File: config.mk
export PLATFORM = sky130hd
export DESIGN_NAME = timeslice_reorder_release_unit
export DESIGN_NICKNAME = d
export VERILOG_FILES = /design/src/rtl/trr_pkg.sv /design/src/rtl/timeslice_reorder_release_unit.sv /design/src/rtl/trr_cmd_fifo.sv /design/src/rtl/trr_engine.sv
export SDC_FILE = /design/constraint.sdc
export NUM_CORES = 2
export LEC_CHECK = 0
export BUFFER_PORTS_ARGS = -buffer_cell sky130_fd_sc_hd__clkbuf_2
export CELL_PAD_IN_SITES_DETAIL_PLACEMENT = 0
export CELL_PAD_IN_SITES_GLOBAL_PLACEMENT = 2
export CORE_ASPECT_RATIO = 0.9
export CORE_MARGIN = 2
export CORE_UTILIZATION = 30
export CTS_BUF_LIST = sky130_fd_sc_hd__clkbuf_16
export DETAILED_ROUTE_END_ITERATION = 10
export GPL_TIMING_DRIVEN = 0
export PLACE_DENSITY = 0.57
export SLEW_MARGIN = 10
export SYNTH_ARGS = -nofsm -noshare
export SYNTH_HDL_FRONTEND = slang
export SYNTH_HIERARCHICAL = 1
export SYNTH_SLANG_ARGS = --single-unit
File: constraint.sdc
create_clock -name clk -period 41.2 [get_ports clk]
set_input_delay 2.06 -clock clk [delete_from_list [all_inputs] [get_ports clk]]
set_output_delay 2.06 -clock clk [all_outputs]
set_load 0.05 [all_outputs]
File: src/rtl/trr_pkg.sv
`timescale 1ns / 1ps
// ----------------------------------------------------------------------------
// trr_pkg
// shared types and constants of the timeslice reorder release unit
// ----------------------------------------------------------------------------
package trr_pkg;

    localparam int HOLD_DEPTH = 16;
    localparam int GAP_DEPTH  = 16;
    localparam int HOLD_AW    = $clog2(HOLD_DEPTH);
    localparam int GAP_AW     = $clog2(GAP_DEPTH);
    localparam int GAP_FW     = GAP_AW + 1;

    typedef enum logic [1:0] {
        MODE_FULL = 2'd0,
        MODE_MISS = 2'd1,
        MODE_EOF  = 2'd2,
        MODE_STOP = 2'd3
    } mode_t;

    typedef enum logic [1:0] {
        KIND_FULL   = 2'd0,
        KIND_EMPTY  = 2'd1,
        KIND_FINISH = 2'd2,
        KIND_DROP   = 2'd3
    } kind_t;

    typedef enum logic [2:0] {
        ST_IDLE,
        ST_CLASS,
        ST_SCAN,
        ST_HSEL,
        ST_GAP,
        ST_FIN,
        ST_DONE
    } state_t;

    typedef struct packed {
        mode_t       mode;
        logic [31:0] ts_index;
        logic [15:0] payload_tag;
        logic [31:0] total_expected;
    } item_t;

    typedef struct packed {
        kind_t       kind;
        logic [31:0] out_index;
        logic [15:0] out_tag;
        logic [31:0] full_released;
        logic [31:0] missed_released;
    } result_t;

endpackage

File: src/rtl/timeslice_reorder_release_unit.sv
`timescale 1ns / 1ps
// ----------------------------------------------------------------------------
// timeslice_reorder_release_unit
// puts numbered timeslices back in index order and releases them
// ----------------------------------------------------------------------------
//  channel | dir | handshake          | content
//  s_      | in  | tvalid / tready    | tuser mode, tdata index, tag, total
//  m_      | out | tvalid / tready    | tuser kind, tdata index, tag, counts,
//          |     |                    | tlast on the final word of an input
//
//  an input word passes through the command queue and the item register,
//  then is classified; each release attempt walks the hold table one entry
//  a cycle, then checks for the next index among the held entries, a hold
//  release walking again; else stale gap heads are dropped and a gap
//  release walks again; the attempt that finds nothing closes through
//  ST_FIN and ST_DONE (end-of-data and stop skip the walk)
//  one output word is held back inside so its tlast is known; the output
//  register lets the engine move on while the sink stalls
//  rst_n clears counters, valid bits and queue pointers at once
// ----------------------------------------------------------------------------
module timeslice_reorder_release_unit
(
    input  logic          clk,
    input  logic          rst_n,
    input  logic          s_tvalid,
    output logic          s_tready,
    input  logic [79:0]   s_tdata,   // ts_index, payload_tag, total_expected
    input  logic [1:0]    s_tuser,   // mode
    output logic          m_tvalid,
    input  logic          m_tready,
    output logic [111:0]  m_tdata,   // out_index, out_tag, full_released,
                                     // missed_released
    output logic [1:0]    m_tuser,   // kind
    output logic          m_tlast
);

    trr_pkg::item_t   in_item;
    trr_pkg::item_t   cmd_item;
    trr_pkg::result_t res;
    logic             cmd_valid;
    logic             cmd_pop;

    // unpack the input word into the item record
    always_comb
    begin
        in_item.mode           = trr_pkg::mode_t'(s_tuser);
        in_item.ts_index       = s_tdata[31:0];
        in_item.payload_tag    = s_tdata[47:32];
        in_item.total_expected = s_tdata[79:48];
    end

    // front: queue decouples the source from the release engine
    trr_cmd_fifo u_cmd_fifo
    (
        .clk       (clk),
        .rst_n     (rst_n),
        .in_valid  (s_tvalid),
        .in_ready  (s_tready),
        .in_item   (in_item),
        .out_valid (cmd_valid),
        .out_pop   (cmd_pop),
        .out_item  (cmd_item)
    );

    // back: hold table, gap queue and release sequencing
    trr_engine u_engine
    (
        .clk       (clk),
        .rst_n     (rst_n),
        .cmd_valid (cmd_valid),
        .cmd_pop   (cmd_pop),
        .cmd_item  (cmd_item),
        .res_valid (m_tvalid),
        .res_ready (m_tready),
        .res_data  (res),
        .res_last  (m_tlast)
    );

    // pack the result word
    assign m_tuser = res.kind;
    assign m_tdata = {res.missed_released, res.full_released, res.out_tag, res.out_index};

endmodule

File: src/rtl/trr_cmd_fifo.sv
`timescale 1ns / 1ps
// ----------------------------------------------------------------------------
// trr_cmd_fifo
// two-entry queue between the input side and the release engine
// ----------------------------------------------------------------------------
module trr_cmd_fifo
(
    input  logic           clk,
    input  logic           rst_n,
    input  logic           in_valid,
    output logic           in_ready,
    input  trr_pkg::item_t in_item,
    output logic           out_valid,
    input  logic           out_pop,
    output trr_pkg::item_t out_item
);

    trr_pkg::item_t slot_reg [2];
    logic           wr_ptr_reg, wr_ptr_next;
    logic           rd_ptr_reg, rd_ptr_next;
    logic [1:0]     cnt_reg, cnt_next;
    logic           push, pop;

    assign in_ready  = (cnt_reg != 2'd2);
    assign out_valid = (cnt_reg != 2'd0);
    assign out_item  = slot_reg[rd_ptr_reg];
    assign push      = in_valid && in_ready;
    assign pop       = out_pop && out_valid;

    always_comb
    begin
        wr_ptr_next = push ? ~wr_ptr_reg : wr_ptr_reg;
        rd_ptr_next = pop ? ~rd_ptr_reg : rd_ptr_reg;
        cnt_next    = cnt_reg;
        if (push && !pop)
        begin
            cnt_next = cnt_reg + 2'd1;
        end
        else if (pop && !push)
        begin
            cnt_next = cnt_reg - 2'd1;
        end
    end

    always_ff @(posedge clk or negedge rst_n)
    begin
        if (!rst_n)
        begin
            wr_ptr_reg <= 1'b0;
            rd_ptr_reg <= 1'b0;
            cnt_reg    <= 2'd0;
        end
        else
        begin
            wr_ptr_reg <= wr_ptr_next;
            rd_ptr_reg <= rd_ptr_next;
            cnt_reg    <= cnt_next;
        end
    end

    always_ff @(posedge clk)
    begin
        if (push)
        begin
            slot_reg[wr_ptr_reg] <= in_item;
        end
    end

endmodule

File: src/rtl/trr_engine.sv
`timescale 1ns / 1ps
// ----------------------------------------------------------------------------
// trr_engine
// classifies items, keeps hold table and gap queue, runs release sequences
// ----------------------------------------------------------------------------
module trr_engine
(
    input  logic             clk,
    input  logic             rst_n,
    input  logic             cmd_valid,
    output logic             cmd_pop,
    input  trr_pkg::item_t   cmd_item,
    output logic             res_valid,
    input  logic             res_ready,
    output trr_pkg::result_t res_data,
    output logic             res_last
);

    localparam logic [trr_pkg::HOLD_AW-1:0] HOLD_LAST = trr_pkg::HOLD_AW'(trr_pkg::HOLD_DEPTH - 1);
    localparam logic [trr_pkg::GAP_AW-1:0]  GAP_LAST  = trr_pkg::GAP_AW'(trr_pkg::GAP_DEPTH - 1);
    localparam logic [trr_pkg::GAP_FW-1:0]  GAP_FULL  = trr_pkg::GAP_FW'(trr_pkg::GAP_DEPTH);

    trr_pkg::state_t  state_reg, state_next;
    trr_pkg::item_t   item_reg, item_next;
    logic [31:0]      last_rel_reg, last_rel_next;
    logic [31:0]      full_reg, full_next;
    logic [31:0]      missed_reg, missed_next;
    logic             eof_reg, eof_next;
    logic [31:0]      fin_idx_reg, fin_idx_next;
    logic [31:0]      fin_tot_reg, fin_tot_next;
    logic             finished_reg, finished_next;

    logic [trr_pkg::HOLD_DEPTH-1:0] held_valid_reg, held_valid_next;
    logic [31:0]                    held_index_reg [trr_pkg::HOLD_DEPTH];
    logic [15:0]                    held_tag_reg   [trr_pkg::HOLD_DEPTH];
    logic                           hold_wr;

    logic [31:0]                gap_mem_reg [trr_pkg::GAP_DEPTH];
    logic [trr_pkg::GAP_AW-1:0] gap_head_reg, gap_head_next;
    logic [trr_pkg::GAP_AW-1:0] gap_tail_reg, gap_tail_next;
    logic [trr_pkg::GAP_FW-1:0] gap_fill_reg, gap_fill_next;
    logic                       gap_push, gap_pop;

    logic [trr_pkg::HOLD_AW-1:0] scan_ptr_reg, scan_ptr_next;
    logic                        best_v_reg, best_v_next;
    logic [31:0]                 best_idx_reg, best_idx_next;
    logic [trr_pkg::HOLD_AW-1:0] best_slot_reg, best_slot_next;

    logic             pend_v_reg, pend_v_next;
    trr_pkg::result_t pend_reg, pend_next;
    logic             out_v_reg, out_v_next;
    trr_pkg::result_t out_reg, out_next;
    logic             out_last_reg, out_last_next;

    logic             emit_req, can_out, can_emit, do_emit, flush;
    trr_pkg::result_t emit_res;

    logic [31:0]                 want, head;
    logic                        released_any, imm, stale, dup, slot_found;
    logic [trr_pkg::HOLD_AW-1:0] free_slot;

    assign res_valid = out_v_reg;
    assign res_data  = out_reg;
    assign res_last  = out_last_reg;

    assign want         = last_rel_reg + 32'd1;
    assign head         = gap_mem_reg[gap_head_reg];
    assign released_any = (full_reg != 32'd0) || (missed_reg != 32'd0);
    assign imm          = (item_reg.ts_index == want) ||
                          ((last_rel_reg == 32'd0) && (full_reg == 32'd0) &&
                           (item_reg.ts_index == 32'd0));
    assign stale        = released_any && (item_reg.ts_index <= last_rel_reg);

    // parallel match and first-free search over the hold table
    always_comb
    begin
        dup        = 1'b0;
        slot_found = 1'b0;
        free_slot  = '0;
        for (int i = 0; i < trr_pkg::HOLD_DEPTH; i++)
        begin
            if (held_valid_reg[i] && (held_index_reg[i] == item_reg.ts_index))
            begin
                dup = 1'b1;
            end
            if (!held_valid_reg[i] && !slot_found)
            begin
                slot_found = 1'b1;
                free_slot  = trr_pkg::HOLD_AW'(i);
            end
        end
    end

    assign can_out  = !out_v_reg || res_ready;
    assign can_emit = !pend_v_reg || can_out;
    assign do_emit  = emit_req && can_emit;

    always_comb
    begin
        state_next      = state_reg;
        item_next       = item_reg;
        last_rel_next   = last_rel_reg;
        full_next       = full_reg;
        missed_next     = missed_reg;
        eof_next        = eof_reg;
        fin_idx_next    = fin_idx_reg;
        fin_tot_next    = fin_tot_reg;
        finished_next   = finished_reg;
        held_valid_next = held_valid_reg;
        hold_wr         = 1'b0;
        gap_push        = 1'b0;
        gap_pop         = 1'b0;
        scan_ptr_next   = scan_ptr_reg;
        best_v_next     = best_v_reg;
        best_idx_next   = best_idx_reg;
        best_slot_next  = best_slot_reg;
        cmd_pop         = 1'b0;
        emit_req        = 1'b0;
        emit_res        = '{trr_pkg::KIND_DROP, item_reg.ts_index, 16'd0, full_reg, missed_reg};
        flush           = 1'b0;

        case (state_reg)
            trr_pkg::ST_IDLE:
            begin
                cmd_pop = 1'b1;
                if (cmd_valid)
                begin
                    item_next  = cmd_item;
                    // after finish every word is swallowed
                    state_next = finished_reg ? trr_pkg::ST_IDLE : trr_pkg::ST_CLASS;
                end
            end
            trr_pkg::ST_CLASS:
            begin
                case (item_reg.mode)
                    trr_pkg::MODE_FULL:
                    begin
                        if (imm)
                        begin
                            emit_req = 1'b1;
                            emit_res = '{trr_pkg::KIND_FULL, item_reg.ts_index,
                                         item_reg.payload_tag, full_reg + 32'd1, missed_reg};
                            if (can_emit)
                            begin
                                last_rel_next = item_reg.ts_index;
                                full_next     = full_reg + 32'd1;
                            end
                        end
                        else if (stale || dup || !slot_found)
                        begin
                            emit_req = 1'b1;
                            emit_res.out_tag = item_reg.payload_tag;
                        end
                        else
                        begin
                            hold_wr                    = 1'b1;
                            held_valid_next[free_slot] = 1'b1;
                        end
                        if (!emit_req || can_emit)
                        begin
                            state_next    = trr_pkg::ST_SCAN;
                            scan_ptr_next = '0;
                            best_v_next   = 1'b0;
                        end
                    end
                    trr_pkg::MODE_MISS:
                    begin
                        if (stale || (gap_fill_reg >= GAP_FULL))
                        begin
                            emit_req = 1'b1;
                        end
                        else
                        begin
                            gap_push = 1'b1;
                        end
                        if (!emit_req || can_emit)
                        begin
                            state_next    = trr_pkg::ST_SCAN;
                            scan_ptr_next = '0;
                            best_v_next   = 1'b0;
                        end
                    end
                    trr_pkg::MODE_EOF:
                    begin
                        eof_next     = 1'b1;
                        fin_idx_next = item_reg.ts_index;
                        fin_tot_next = item_reg.total_expected;
                        state_next   = trr_pkg::ST_FIN;
                    end
                    default:
                    begin
                        emit_req = 1'b1;
                        emit_res = '{trr_pkg::KIND_FINISH, last_rel_reg, 16'd0,
                                     full_reg, missed_reg};
                        if (can_emit)
                        begin
                            finished_next = 1'b1;
                            state_next    = trr_pkg::ST_DONE;
                        end
                    end
                endcase
            end
            trr_pkg::ST_SCAN:
            begin
                // one hold entry per cycle, keeping the smallest valid index
                if (held_valid_reg[scan_ptr_reg] &&
                    (!best_v_reg || (held_index_reg[scan_ptr_reg] < best_idx_reg)))
                begin
                    best_v_next    = 1'b1;
                    best_idx_next  = held_index_reg[scan_ptr_reg];
                    best_slot_next = scan_ptr_reg;
                end
                if (scan_ptr_reg == HOLD_LAST)
                begin
                    state_next = trr_pkg::ST_HSEL;
                end
                else
                begin
                    scan_ptr_next = scan_ptr_reg + 1'b1;
                end
            end
            trr_pkg::ST_HSEL:
            begin
                if (best_v_reg && (best_idx_reg == want))
                begin
                    emit_req = 1'b1;
                    emit_res = '{trr_pkg::KIND_FULL, want, held_tag_reg[best_slot_reg],
                                 full_reg + 32'd1, missed_reg};
                    if (can_emit)
                    begin
                        held_valid_next[best_slot_reg] = 1'b0;
                        last_rel_next = want;
                        full_next     = full_reg + 32'd1;
                        state_next    = trr_pkg::ST_SCAN;
                        scan_ptr_next = '0;
                        best_v_next   = 1'b0;
                    end
                end
                else
                begin
                    state_next = trr_pkg::ST_GAP;
                end
            end
            trr_pkg::ST_GAP:
            begin
                if ((gap_fill_reg != '0) && released_any && (head <= last_rel_reg))
                begin
                    // stale head goes away silently
                    gap_pop = 1'b1;
                end
                else if ((gap_fill_reg != '0) && (head == want))
                begin
                    emit_req = 1'b1;
                    emit_res = '{trr_pkg::KIND_EMPTY, want, 16'd0,
                                 full_reg, missed_reg + 32'd1};
                    if (can_emit)
                    begin
                        gap_pop       = 1'b1;
                        last_rel_next = want;
                        missed_next   = missed_reg + 32'd1;
                        state_next    = trr_pkg::ST_SCAN;
                        scan_ptr_next = '0;
                        best_v_next   = 1'b0;
                    end
                end
                else
                begin
                    state_next = trr_pkg::ST_FIN;
                end
            end
            trr_pkg::ST_FIN:
            begin
                if (!finished_reg && eof_reg && (last_rel_reg == fin_idx_reg) &&
                    (full_reg == fin_tot_reg))
                begin
                    emit_req = 1'b1;
                    emit_res = '{trr_pkg::KIND_FINISH, last_rel_reg, 16'd0,
                                 full_reg, missed_reg};
                    if (can_emit)
                    begin
                        finished_next = 1'b1;
                        state_next    = trr_pkg::ST_DONE;
                    end
                end
                else
                begin
                    state_next = trr_pkg::ST_DONE;
                end
            end
            trr_pkg::ST_DONE:
            begin
                // the held-back word closes the sequence with last set
                if (!pend_v_reg)
                begin
                    state_next = trr_pkg::ST_IDLE;
                end
                else if (can_out)
                begin
                    flush      = 1'b1;
                    state_next = trr_pkg::ST_IDLE;
                end
            end
            default:
            begin
                state_next = trr_pkg::ST_IDLE;
            end
        endcase
    end

    // one word is held back so its last flag is known before it leaves
    always_comb
    begin
        out_v_next    = out_v_reg && !res_ready;
        out_next      = out_reg;
        out_last_next = out_last_reg;
        pend_v_next   = pend_v_reg;
        pend_next     = pend_reg;
        if (do_emit)
        begin
            if (pend_v_reg)
            begin
                out_v_next    = 1'b1;
                out_next      = pend_reg;
                out_last_next = 1'b0;
            end
            pend_v_next = 1'b1;
            pend_next   = emit_res;
        end
        else if (flush)
        begin
            out_v_next    = 1'b1;
            out_next      = pend_reg;
            out_last_next = 1'b1;
            pend_v_next   = 1'b0;
        end
    end

    always_comb
    begin
        gap_head_next = gap_head_reg;
        gap_tail_next = gap_tail_reg;
        gap_fill_next = gap_fill_reg;
        if (gap_push)
        begin
            gap_tail_next = (gap_tail_reg == GAP_LAST) ? '0 : gap_tail_reg + 1'b1;
            gap_fill_next = gap_fill_reg + 1'b1;
        end
        if (gap_pop)
        begin
            gap_head_next = (gap_head_reg == GAP_LAST) ? '0 : gap_head_reg + 1'b1;
            gap_fill_next = gap_fill_reg - 1'b1;
        end
    end

    always_ff @(posedge clk or negedge rst_n)
    begin
        if (!rst_n)
        begin
            state_reg      <= trr_pkg::ST_IDLE;
            last_rel_reg   <= '0;
            full_reg       <= '0;
            missed_reg     <= '0;
            eof_reg        <= 1'b0;
            fin_idx_reg    <= '0;
            fin_tot_reg    <= '0;
            finished_reg   <= 1'b0;
            held_valid_reg <= '0;
            gap_head_reg   <= '0;
            gap_tail_reg   <= '0;
            gap_fill_reg   <= '0;
            scan_ptr_reg   <= '0;
            best_v_reg     <= 1'b0;
            pend_v_reg     <= 1'b0;
            out_v_reg      <= 1'b0;
        end
        else
        begin
            state_reg      <= state_next;
            last_rel_reg   <= last_rel_next;
            full_reg       <= full_next;
            missed_reg     <= missed_next;
            eof_reg        <= eof_next;
            fin_idx_reg    <= fin_idx_next;
            fin_tot_reg    <= fin_tot_next;
            finished_reg   <= finished_next;
            held_valid_reg <= held_valid_next;
            gap_head_reg   <= gap_head_next;
            gap_tail_reg   <= gap_tail_next;
            gap_fill_reg   <= gap_fill_next;
            scan_ptr_reg   <= scan_ptr_next;
            best_v_reg     <= best_v_next;
            pend_v_reg     <= pend_v_next;
            out_v_reg      <= out_v_next;
        end
    end

    always_ff @(posedge clk)
    begin
        item_reg      <= item_next;
        best_idx_reg  <= best_idx_next;
        best_slot_reg <= best_slot_next;
        pend_reg      <= pend_next;
        out_reg       <= out_next;
        out_last_reg  <= out_last_next;
        if (hold_wr)
        begin
            held_index_reg[free_slot] <= item_reg.ts_index;
            held_tag_reg[free_slot]   <= item_reg.payload_tag;
        end
        if (gap_push)
        begin
            gap_mem_reg[gap_tail_reg] <= item_reg.ts_index;
        end
    end

endmodule
==> results.md <==
- The flow ran to the end, and the final reports show no timing, DRC or antenna violations.
- Clock tree synthesis found a total of 2000 sinks.
- The commonest non-fill, non-tap cell in the layout is sky130_fd_sc_hd__edfxtp_1.
- Setup repair after global routing left no endpoint under its margin.
- The setup TNS after final layout is 0 ns.
- The cell row count is 191.
- The H-tree was split into 4 levels.
- The transition at the pin with the smallest max-transition slack is 1.40 ns.
- The final period utilization is 22.4%.
- The routed design uses 157000 um of met2 wire.
- The wire-length estimate of the detail-placed layout is 274000 um.
- The initial utilization of the core area, before any placement, comes to 30.1%.
- Dividing total power by cell area gives a power density of 56.8 mW/mm^2.
- The detailed-router iteration count before antenna repair is 8.
- The maximum number of pins on one net before global-route repair is 79.
- Detailed routing inserted a total of 58000 vias.
- The critical path is of the reg -> reg type.
- After synthesis, the mean cell area works out to 15.2 um^2.
- The number of I/O pins is 203.
- For the worst-skew pair, the clock arrives at the later sink with an insertion delay of 0.95 ns.
- In this run, the number of DRC markers left after iteration 0 of detailed routing was 7082.
- The remaining antenna violation count after routing is 0.
- Of all flip-flops after synthesis, the portion carrying an async set or reset was 10.3%.
- The largest vdd supply drop is 0.0385 mV.
- The cell with the largest stage delay on the worst path is sky130_fd_sc_hd__a22oi_1.
- Global routing finished with a remaining overflow of 0.
- The required time at the endpoint of the critical path is 41.70 ns.
- From left edge to right edge, the die measures 582 um.
- The worst hold path passes through 0 cells.
- The worst hold path class is reg -> reg.
- The all-layer global routing usage is 23.3%.
- In the final design database the tool counted 6794 nets.
- The initial antenna violation count is 32.
- After detailed placement, the design holds a cell count of 10300.
- In this run the cell area of the synthesized design comes to 0.0903 mm^2.
- Using the TritonRoute via totals, the vias-per-cell ratio works out to 5.40.
- The clock slew at the register clock pins of the worst setup and hold paths is 0.06 ns.
- The top layer reached by signal wires is met5.
- The depth of the most critical reg-to-reg path is 22.
- The max-capacitance violation count is 0.
- Once the clock tree was built, the resizer swapped 0 gates to a different size.
- The vertical die dimension is 525 um.
- The number of warnings printed during yosys synthesis is 6.
- Setup violations remaining at the end of the flow were counted as 0.
- The finished layout holds 10700 standard cells, fillers aside.
- The count of hold-fix buffers inserted at cts is 0.
- Walking the worst path, the cells encountered are buf_4 > buf_4 > buf_2 > buf_2 > buf_2 > buf_2 > a211oi_1 > a31oi_1 > ha_1 > nand4_1 > inv_1 > a221oi_1 > and2_1 > a31oi_1 > a211o_1 > and2_1 > clkbuf_1 > a22oi_1 > clkbuf_1 > o21ai_0 > a21oi_1 > o211ai_1.
- The routed design has 365000 um of wire.
- After detailed routing, the number of remaining DRC violations is 0.
- Across the routed clock network, the largest skew measured is 0.112 ns.
- The top flip-flop cell by instance count after synthesis is sky130_fd_sc_hd__edfxtp_1.
- The overall die area is 0.305 mm^2.
- The first global-routing pass estimated 492000 um of wire.
- The number of endpoints with negative hold slack in the final report is 0.
- The most used cell along the critical path is sky130_fd_sc_hd__buf_2.
- The post-synthesis instance total is 5934.
- After clock tree synthesis, the setup repair step added 0 buffers.
- The register bit total from synthesis is 2000.
- The number of I/O port buffers is 202.
- Summed over all cells, the static leakage comes to 0.0375 uW.
- The sequential share of the synthesized area is 65.3%.
- Counting I/O delays and the setup requirement, the final critical path takes 9.24 ns.
- When the netlist entered floorplanning its net count stood at 6136.
- Measured against its own limit, the worst slew margin works out to 5.89%.
- For the worst setup path, the data arrival time is 9.74 ns.
- The area added between synthesis and finish is 18.8%.
- The clock buffer count from CTS is 221.
- The average routed wire per standard cell is 33.9 um.
- The layout cell share with drive strength beyond 1 is 20.9%.
- In this run, synthesis inferred 1791 flip-flops with an integrated enable.
- The met3 routed wirelength is 27700 um.
- The area inside the core boundary is 0.300 mm^2.
- The distinct cell type count after synthesis is 91.
- The kind of start point of the critical path is a register.
- At the end of routability-driven placement, the weighted congestion stood at 0.943.
- The achievable clock frequency is 108 MHz.
- The final number of max-transition violations is 0.
- The library cells used most frequently in the layout, excluding fill and tap cells, are sky130_fd_sc_hd__edfxtp_1 (1791), sky130_fd_sc_hd__xor2_1 (405), sky130_fd_sc_hd__xnor2_1 (333), sky130_fd_sc_hd__mux4_2 (274), sky130_fd_sc_hd__nand2_1 (236).
- The maximum buffer depth of the clock tree is 4.
- The largest single stage delay on the critical path is 0.99 ns.
- STA classifies the critical path endpoint as a register.
- The detailed router put a total of 166000 um of wire on met1.
- The root buffer cell is sky130_fd_sc_hd__clkbuf_16.
- Along the worst path, the maximum fanout reaches 10.
- The CTS tree is built.
- The via count of the first global-routing pass was 56200.
==> final cells by class <==
| class | instances | area, um^2 |
|---|---|---|
| diodes | 13 | 32.5 |
| fillers | 28600 | 193000 |
| multi-input cells | 3401 | 29200 |
| clock buffers | 226 | 5660 |
| well taps | 3956 | 4950 |
| plain buffers | 372 | 1780 |
| inverters | 161 | 609 |
| flip-flops and latches | 2000 | 59000 |
| clock inverters | 181 | 1520 |
| repair buffers | 435 | 4570 |
==> worst max-delay path: cells and delay by family, from the launching register on <==
| kind | cells | cell delay [ns] |
|---|---|---|
| compound gates | 9 | 4.15 |
| fa+ha+maj | 1 | 0.39 |
| buf+inv | 9 | 3.23 |
| flops | 1 | 0.43 |
| simple gates | 3 | 0.63 |
==> power by group <==
part | switching (uW) | leakage (uW) | internal (uW)
logic | 1020 | 0.0144 | 446
clock network | 855 | 0.00371 | 1120
registers | 143 | 0.0194 | 2520
total | 2020 | 0.0375 | 4080
==> metal layers <==
| metal | GRT usage (%) | vias to the layer above |
|---|---|---|
| li1 | - | 24200 |
| met1 | 34.4 | 30600 |
| met2 | 34.3 | 2654 |
| met3 | 4.23 | 522 |
| met4 | 7.90 | 6 |
| met5 | 0 | - |
==> logic make-up (layout without fill, tap and decap cells) <==
kind of cell	Yosys count	in the layout	synth area share (%)
mux	604	604	11.0
xor+xnor	746	746	7.36
buf+inv	533	1375	2.60
fa+ha+maj	116	116	1.62
other cells	0	13	0
compound gates	774	774	5.42
simple gates	1161	1161	6.66
flops	2000	2000	65.3
==> worst paths after layout <==
path | from | end | slack (ns)
min in group asynchronous | rst_n | u_engine/gap_head_reg[2] | 1.07
setup reg to reg | u_engine/gap_head_reg[1] | u_engine/pend_reg[109] | 31.96
setup / recovery | u_engine/gap_head_reg[1] | u_engine/pend_reg[109] | 31.96
hold / removal | u_engine/pend_reg[79] | u_engine/res_data[79] | 0.38
hold reg to reg | u_engine/pend_reg[79] | u_engine/res_data[79] | 0.38
max in group asynchronous | rst_n | u_engine/fin_tot_reg[4] | 38.68
==> per-stage QoR <==
stage / power [uW] / worst slack [ns] / util (%) / cell area [um^2] / hold WS [ns]
after floorplan: 3230 / 27.49 / - / 90300 / 0.400
after global placement: 3980 / 18.77 / 32.1 / 96300 / 0.405
after detailed placement: 4130 / 32.05 / 33.4 / 100000 / 0.405
after CTS: 6120 / 32.04 / 35.7 / 107000 / 0.374
after global routing: 6260 / 31.69 / 35.8 / 107000 / 0.383
final: 6100 / 31.96 / 35.8 / 107000 / 0.382
==> synth_stat cells (all sizes together) (146+ instances only) <==
cell type  instances  area (um^2)
a21oi            209         1050
buf              154          925
clkbuf           218          818
dfrtp            205         5130
edfxtp          1791        53800
inv              158          593
mux2             184         2330
mux2i            146         1460
mux4             274         6170
nand2            237          897
nand3            164          821
nor2             189          709
o21ai            213         1070
xnor2            333         2920
xor2             405         3550
Power figures use the tool's default switching activity.
